$ cat src/design/flm_pkg.sv
`timescale 1ns / 1ps
`default_nettype none
package flm_pkg;
  localparam int LotDepthDefault = 16;
  localparam logic [1:0] KIND_EXIT = 2'd0;
  localparam logic [1:0] KIND_EPISODE = 2'd1;
  localparam logic [1:0] KIND_OVERFLOW = 2'd2;
  localparam logic [22:0] QTY_MAX = 23'h7FFFFF;

  typedef struct packed {
    logic load;
    logic head_rd;
    logic match;
    logic mul_done;
    logic emit_exit;
    logic emit_episode;
    logic emit_overflow;
    logic push;
    logic last;
  } flm_cmd_t;

  typedef struct packed {
    logic qty_zero;
    logic has_lots;
    logic opposing;
    logic remaining_zero;
    logic full;
    logic was_open;
  } flm_status_t;

  function automatic logic signed [63:0] sat_add(input logic signed [63:0] a,
                                                 input logic signed [63:0] b);
    logic signed [64:0] s;
    s = {a[63], a} + {b[63], b};
    if (s[64] != s[63]) sat_add = s[64] ? {1'b1, 63'd0} : {1'b0, {63{1'b1}}};
    else sat_add = s[63:0];
  endfunction

  function automatic logic signed [63:0] sat_sub(input logic signed [63:0] a,
                                                 input logic signed [63:0] b);
    logic signed [64:0] s;
    s = {a[63], a} - {b[63], b};
    if (s[64] != s[63]) sat_sub = s[64] ? {1'b1, 63'd0} : {1'b0, {63{1'b1}}};
    else sat_sub = s[63:0];
  endfunction
endpackage
`default_nettype wire

$ cat src/design/flm_ctrl.sv
`timescale 1ns / 1ps
`default_nettype none
module flm_ctrl (
  input  wire logic               clk,
  input  wire logic               rst,
  input  wire logic               start,
  output logic                    busy,
  input  wire flm_pkg::flm_status_t st,
  output flm_pkg::flm_cmd_t       cmd
);
  import flm_pkg::*;

  typedef enum logic [6:0] {
    S_IDLE  = 7'b0000001,
    S_CHECK = 7'b0000010,
    S_READ  = 7'b0000100,
    S_MUL   = 7'b0001000,
    S_EXIT  = 7'b0010000,
    S_EPI   = 7'b0100000,
    S_TAIL  = 7'b1000000
  } state_t;

  state_t state, state_next;

  always_ff @(posedge clk) begin
    if (rst) state <= S_IDLE;
    else state <= state_next;
  end

  assign busy = (state != S_IDLE);

  always_comb begin
    cmd = '0;
    state_next = state;
    case (state)
      S_IDLE: begin
        if (start) begin
          cmd.load = 1'b1;
          state_next = S_CHECK;
        end
      end
      S_CHECK: begin
        if (st.qty_zero) state_next = S_IDLE;
        else if (!st.remaining_zero && st.has_lots && st.opposing) begin
          cmd.head_rd = 1'b1;
          state_next = S_READ;
        end else if (st.was_open && !st.has_lots) state_next = S_EPI;
        else state_next = S_TAIL;
      end
      S_READ: begin
        cmd.match = 1'b1;
        state_next = S_MUL;
      end
      S_MUL: begin
        cmd.mul_done = 1'b1;
        state_next = S_EXIT;
      end
      S_EXIT: begin
        cmd.emit_exit = 1'b1;
        cmd.last = st.remaining_zero && st.has_lots;
        state_next = S_CHECK;
        if (cmd.last) state_next = S_IDLE;
      end
      S_EPI: begin
        cmd.emit_episode = 1'b1;
        cmd.last = 1'b1;
        state_next = st.remaining_zero ? S_IDLE : S_TAIL;
      end
      S_TAIL: begin
        if (!st.remaining_zero) begin
          if (st.full) begin
            cmd.emit_overflow = 1'b1;
            cmd.last = 1'b1;
          end else cmd.push = 1'b1;
        end
        state_next = S_IDLE;
      end
      default: state_next = S_IDLE;
    endcase
  end
endmodule
`default_nettype wire

$ cat config.mk
export PLATFORM = sky130hd
export DESIGN_NAME = flm_ctrl
export DESIGN_NICKNAME = d
export VERILOG_FILES = /design/src/design/flm_pkg.sv /design/src/design/flm_ctrl.sv
export SDC_FILE = /design/constraint.sdc
export NUM_CORES = 1
export LEC_CHECK = 0
export ABC_AREA = 0
export BUFFER_PORTS_ARGS = -buffer_cell sky130_fd_sc_hd__buf_4
export CORE_AREA = 3 3 40 42
export CTS_BUF_LIST = sky130_fd_sc_hd__clkbuf_4 sky130_fd_sc_hd__clkbuf_8
export CTS_CLUSTER_SIZE = 20
export DETAILED_ROUTE_END_ITERATION = 10
export DIE_AREA = 0 0 43 45
export HOLD_SLACK_MARGIN = 0.15
export SETUP_SLACK_MARGIN = 0.15
export SKIP_LAST_GASP = 1
export SLEW_MARGIN = 15
export SYNTH_ARGS = -nofsm -noshare
export SYNTH_HDL_FRONTEND = slang
export SYNTH_SLANG_ARGS = --single-unit
$ cat constraint.sdc
create_clock -name clk -period 4.7 [get_ports clk]
set_clock_uncertainty 0.05 [all_clocks]
set_input_delay 0.705 -clock clk [delete_from_list [all_inputs] [get_ports clk]]
set_output_delay 0.705 -clock clk [all_outputs]
set_load 0.05 [all_outputs]
# Word-level counts from Yosys, hierarchy flattened
# Index checks and enable logic that the tools add are counted.
[op_classes]
eq_ne = 9
n_mux = 21
reduce_logical = 6
[op_table]
columns = ["cell", "count"]
rows = [
  ["case mux 7 bit (6 select lines)", 1],
  ["two-way mux 7 bit", 5],
  ["two-way mux 1 bit", 11],
  ["equality test 7 x 1 -> 1 bit, second input constant", 1],
  ["equality test 7 x 2 -> 1 bit, second input constant", 1],
  ["equality test 7 x 3 -> 1 bit, second input constant", 1],
  ["equality test 7 x 4 -> 1 bit, second input constant", 1],
  ["equality test 7 x 5 -> 1 bit, second input constant", 1],
  ["equality test 7 x 6 -> 1 bit, second input constant", 1],
  ["equality test 7 bit, second input constant", 1],
  ["!= test 7 x 1 -> 1 bit, second input constant", 1],
  ["logical AND 1 bit", 4],
  ["two-way mux 2 bit", 2],
  ["two-way mux 3 bit", 1],
  ["case mux 1 bit (3 select lines)", 1],
  ["logical NOT 1 bit", 2],
  ["!= test 2 bit, second input constant", 1],
]
[totals]
regBits = 7
in_bits = 9
elab_cells = 37

# Longest topological paths before layout
[logic_depth]
word_depth = 6
depth_mapped = 5

# Worst setup path after synthesis
# Ideal clock, no wire load.
[synth_timing]
kind = "register to output"
start = "reg state[0]"
end = "out cmd[0] (netlist name)"
arrival_ps = 3355
t_required_ps = 3945
setup_slack_ps = 590
stages_incl_launch_ff = 5
n_path_buf = 0
path_cell_list = "dfxtp_1 -> or4_4 -> nor4b_1 -> nand3_1 -> o211ai_1"
[synth_rtl]
columns = ["item", "line", "rtl"]
rows = [
  ["from (decl)", "flm_ctrl.sv:23", "state_t state, state_next;"],
  ["from (signal assigned)", "flm_ctrl.sv:27", "else state <= state_next;"],
  ["to (decl)", "flm_ctrl.sv:9", "output flm_pkg::flm_cmd_t cmd"],
]

==> results.cfg <==
[run_status]
status = finished, final reports clean

[sta]
setup_viol = 0
fmaxAchievable_mhz = 353.5
holdWs_ps = 583.8
fin_setup_tns_ps = 0
min_period_over_period_pct = 60.19
drv_slew = 0
finalHoldViolCount = 0
finalCriticalPeriod_ps = 2829
tightest_slew_ps = 503.6
rsz0062_at_grt = no
slew_headroom_pct = 65.95

[worst_setup_path]
arrival_ps = 2070
required_ps = 3940
cp_slowest_cell = or4_4
crit_path_start_kind = register
crit_buf_inv = 1
critical_path_class = register to output port
critPathTopFamily = simple AND/OR/NAND/NOR gates
max_stage_delay_ps = 540
path_max_fanout = 6
cp-end-kind = output port
crit_chain = or4_4, nor4b_1, nand3_1, o211ai_1, buf_4

[pwr]
powerDensity_nw_per_um2 = 362.4
p_sw_share_pct = 39.53
ir_drop_uv = 278.5
p_switching_uw = 90.15
power.share.sequential_pct = 33.8
p_int_uw = 137.9
leakagePower_nw = 0.2919
power_frac_comb_pct = 42.5
pwr-share-clk_pct = 23.7
p_total_uw = 228.1

[synthesis]
synth_area_per_cell_sq_um = 8.212
syn-cell-area_sq_um = 451.7
syn_nets = 64
yosys.area.top_type = dfxtp_1
synthFlopType = dfxtp_1
synth-seq-area-share_pct = 31.02
syn_inst = 55
synth_top_area_share_pct = 31.02
ys_warn_count = 0
synth_cell_type_count = 30
ys_ff_latch = 7
synthTopCellsByCount = 7 x dfxtp_1, 7 x nor2_1, 6 x inv_1
synth_edf_count = 0
synth_area_leaders = dfxtp_1 31%, nor2_1 5.8%, inv_1 5.0%
async_flop_share_pct = 0

[floorplan]
rows = 13
initial_utilization_pct = 35.15
die-area_sq_um = 1935
io_pins = 19
die_width_um = 43
die_h_um = 45
core_sq_um = 1285

[cells_and_area]
instances_no_fill = 91
largestRegisters = state: 7 flops
largest_reg_flops = 7
nFillCells = 139
drive_above_1_share_pct = 34.21
syn_to_final_growth_pct = 39.34
fin_nets = 86
fin_area_sq_um = 629.4
regMostFlops = state
num_antenna_cells = 0

[global_route]
grt_max_degree = 11
grt_pass1_vias = 460
grt_pass1_wl_um = 1828
grt_overflow = 0
antenna_found_initial = 0
track_usage_pct = 12.68

[drt]
avgRoutedWirePerCell_um = 11.96
drt-initial-drc-count = 10
viasPerCell = 5.352
drc = 0
wirelength_um = 1088
ant_nets = 0
firstDrtPassIters = 4
routed-via-count = 487

[place]
numPortBuffers = 18
place_area_sq_um = 601.8
placedCellCount = 87
place_congestion = 0.7812

[clock_network]
cts_max_level = 1
post_cts_buffers = 0
hold_buffers = 0
cts_buffers = 3
clock_latency_ps = 250
path_clk_slew_ps = 50
cts_tree = done
cts_root_buffer = clkbuf_4
cts_resized = 0
cts_max_path_buffers = 2
clock_sinks = 7

[job]
maxCapViolations = 0

[min_path]
min_path_type = input pin to register
## layer usage
layer  up-vias  wire length (um)  part of all wire [%]  GRT usage (%)
li1        248                 -                     -              -
met1       221               472                    43          14.77
met2        18               503                    46          20.96
met3         0               112                    10          5.976
met4         0                 0                     0          3.614
met5         -                 0                     0              0
## layout by cell type (no fill, tap or decap)
cell type,netlist,layout
buf_4,0,18
nor2_1,7,7
dfxtp_1,7,7
inv_1,6,6
and2_1,3,3
clkbuf_4,0,3
nor4b_1,2,2
nor3_1,2,2
nand3_1,2,2
a21oi_1,2,2
xor2_1,2,2
o21ai_0,2,2
or4_1,1,1
nand4b_1,1,1
or4_4,1,1
and4b_1,1,1
nor4b_2,1,1
or4b_4,1,1
nand3b_1,1,1
nand4_1,1,1
o211ai_1,1,1
nand2_1,1,1
nor2b_1,1,1
o2111a_1,1,1
a311o_1,1,1
nor4bb_1,1,1
a31oi_1,1,1
or4b_2,1,1
a21o_1,1,1
nor4_1,1,1
o22ai_1,1,1
clkinv_2,0,1
## kinds of logic (layout without fill, tap and decap cells)
kind of cell	Yosys count	count (layout)	share of synthesized area, %
AND/OR/NAND/NOR	29	29	44.05
XOR/XNOR	2	2	3.879
flip-flops	7	7	31.02
AO/OA/AOI/OAI	10	10	15.24
buffers and inverters	7	28	5.816
## power by group through the flow
stage / combinational (mW) / clock, mW / sequential [mW]
finish: 0.0970 / 0.0540 / 0.0771
global route: 0.105 / 0.0592 / 0.0783
CTS: 0.0981 / 0.0569 / 0.0772
detailed placement: 0.0973 / 0 / 0.0785
global placement: 0.0986 / 0 / 0.0782
floorplan: 0.0775 / 0 / 0.0710
## layout make-up
type | count | area, sq um | share of cell area, %
flip-flops and latches | 7 | 140.1 | 22.27
clock buffers | 3 | 22.52 | 3.579
multi-input cells | 41 | 285.3 | 45.33
clock inverters | 1 | 5.005 | 0.7952
repair buffers | 18 | 135.1 | 21.47
inverters | 6 | 22.52 | 3.579
well taps | 15 | 18.77 | 2.982
## final timing paths
check	startpoint	to	depth (start not counted)	slack, ps
max reg2reg	state[4]$_SDFFE_PP0P_	state[3]$_SDFFE_PP0P_	4	2860
min	rst	state[5]$_SDFFE_PP0P_	2	580
min reg2reg	state[0]$_SDFFE_PP1P_	state[3]$_SDFFE_PP0P_	2	640
max	state[0]$_SDFFE_PP1P_	cmd[0]	5	1870
## per-stage QoR
stage	worst slack [ps]	util, %
floorplan	590.2	-
global placement	2181	46.84
detailed placement	2145	46.84
CTS	1849	48.98
global route	1747	48.98
finish	1871	48.98
Power figures use the tool's default switching activity.
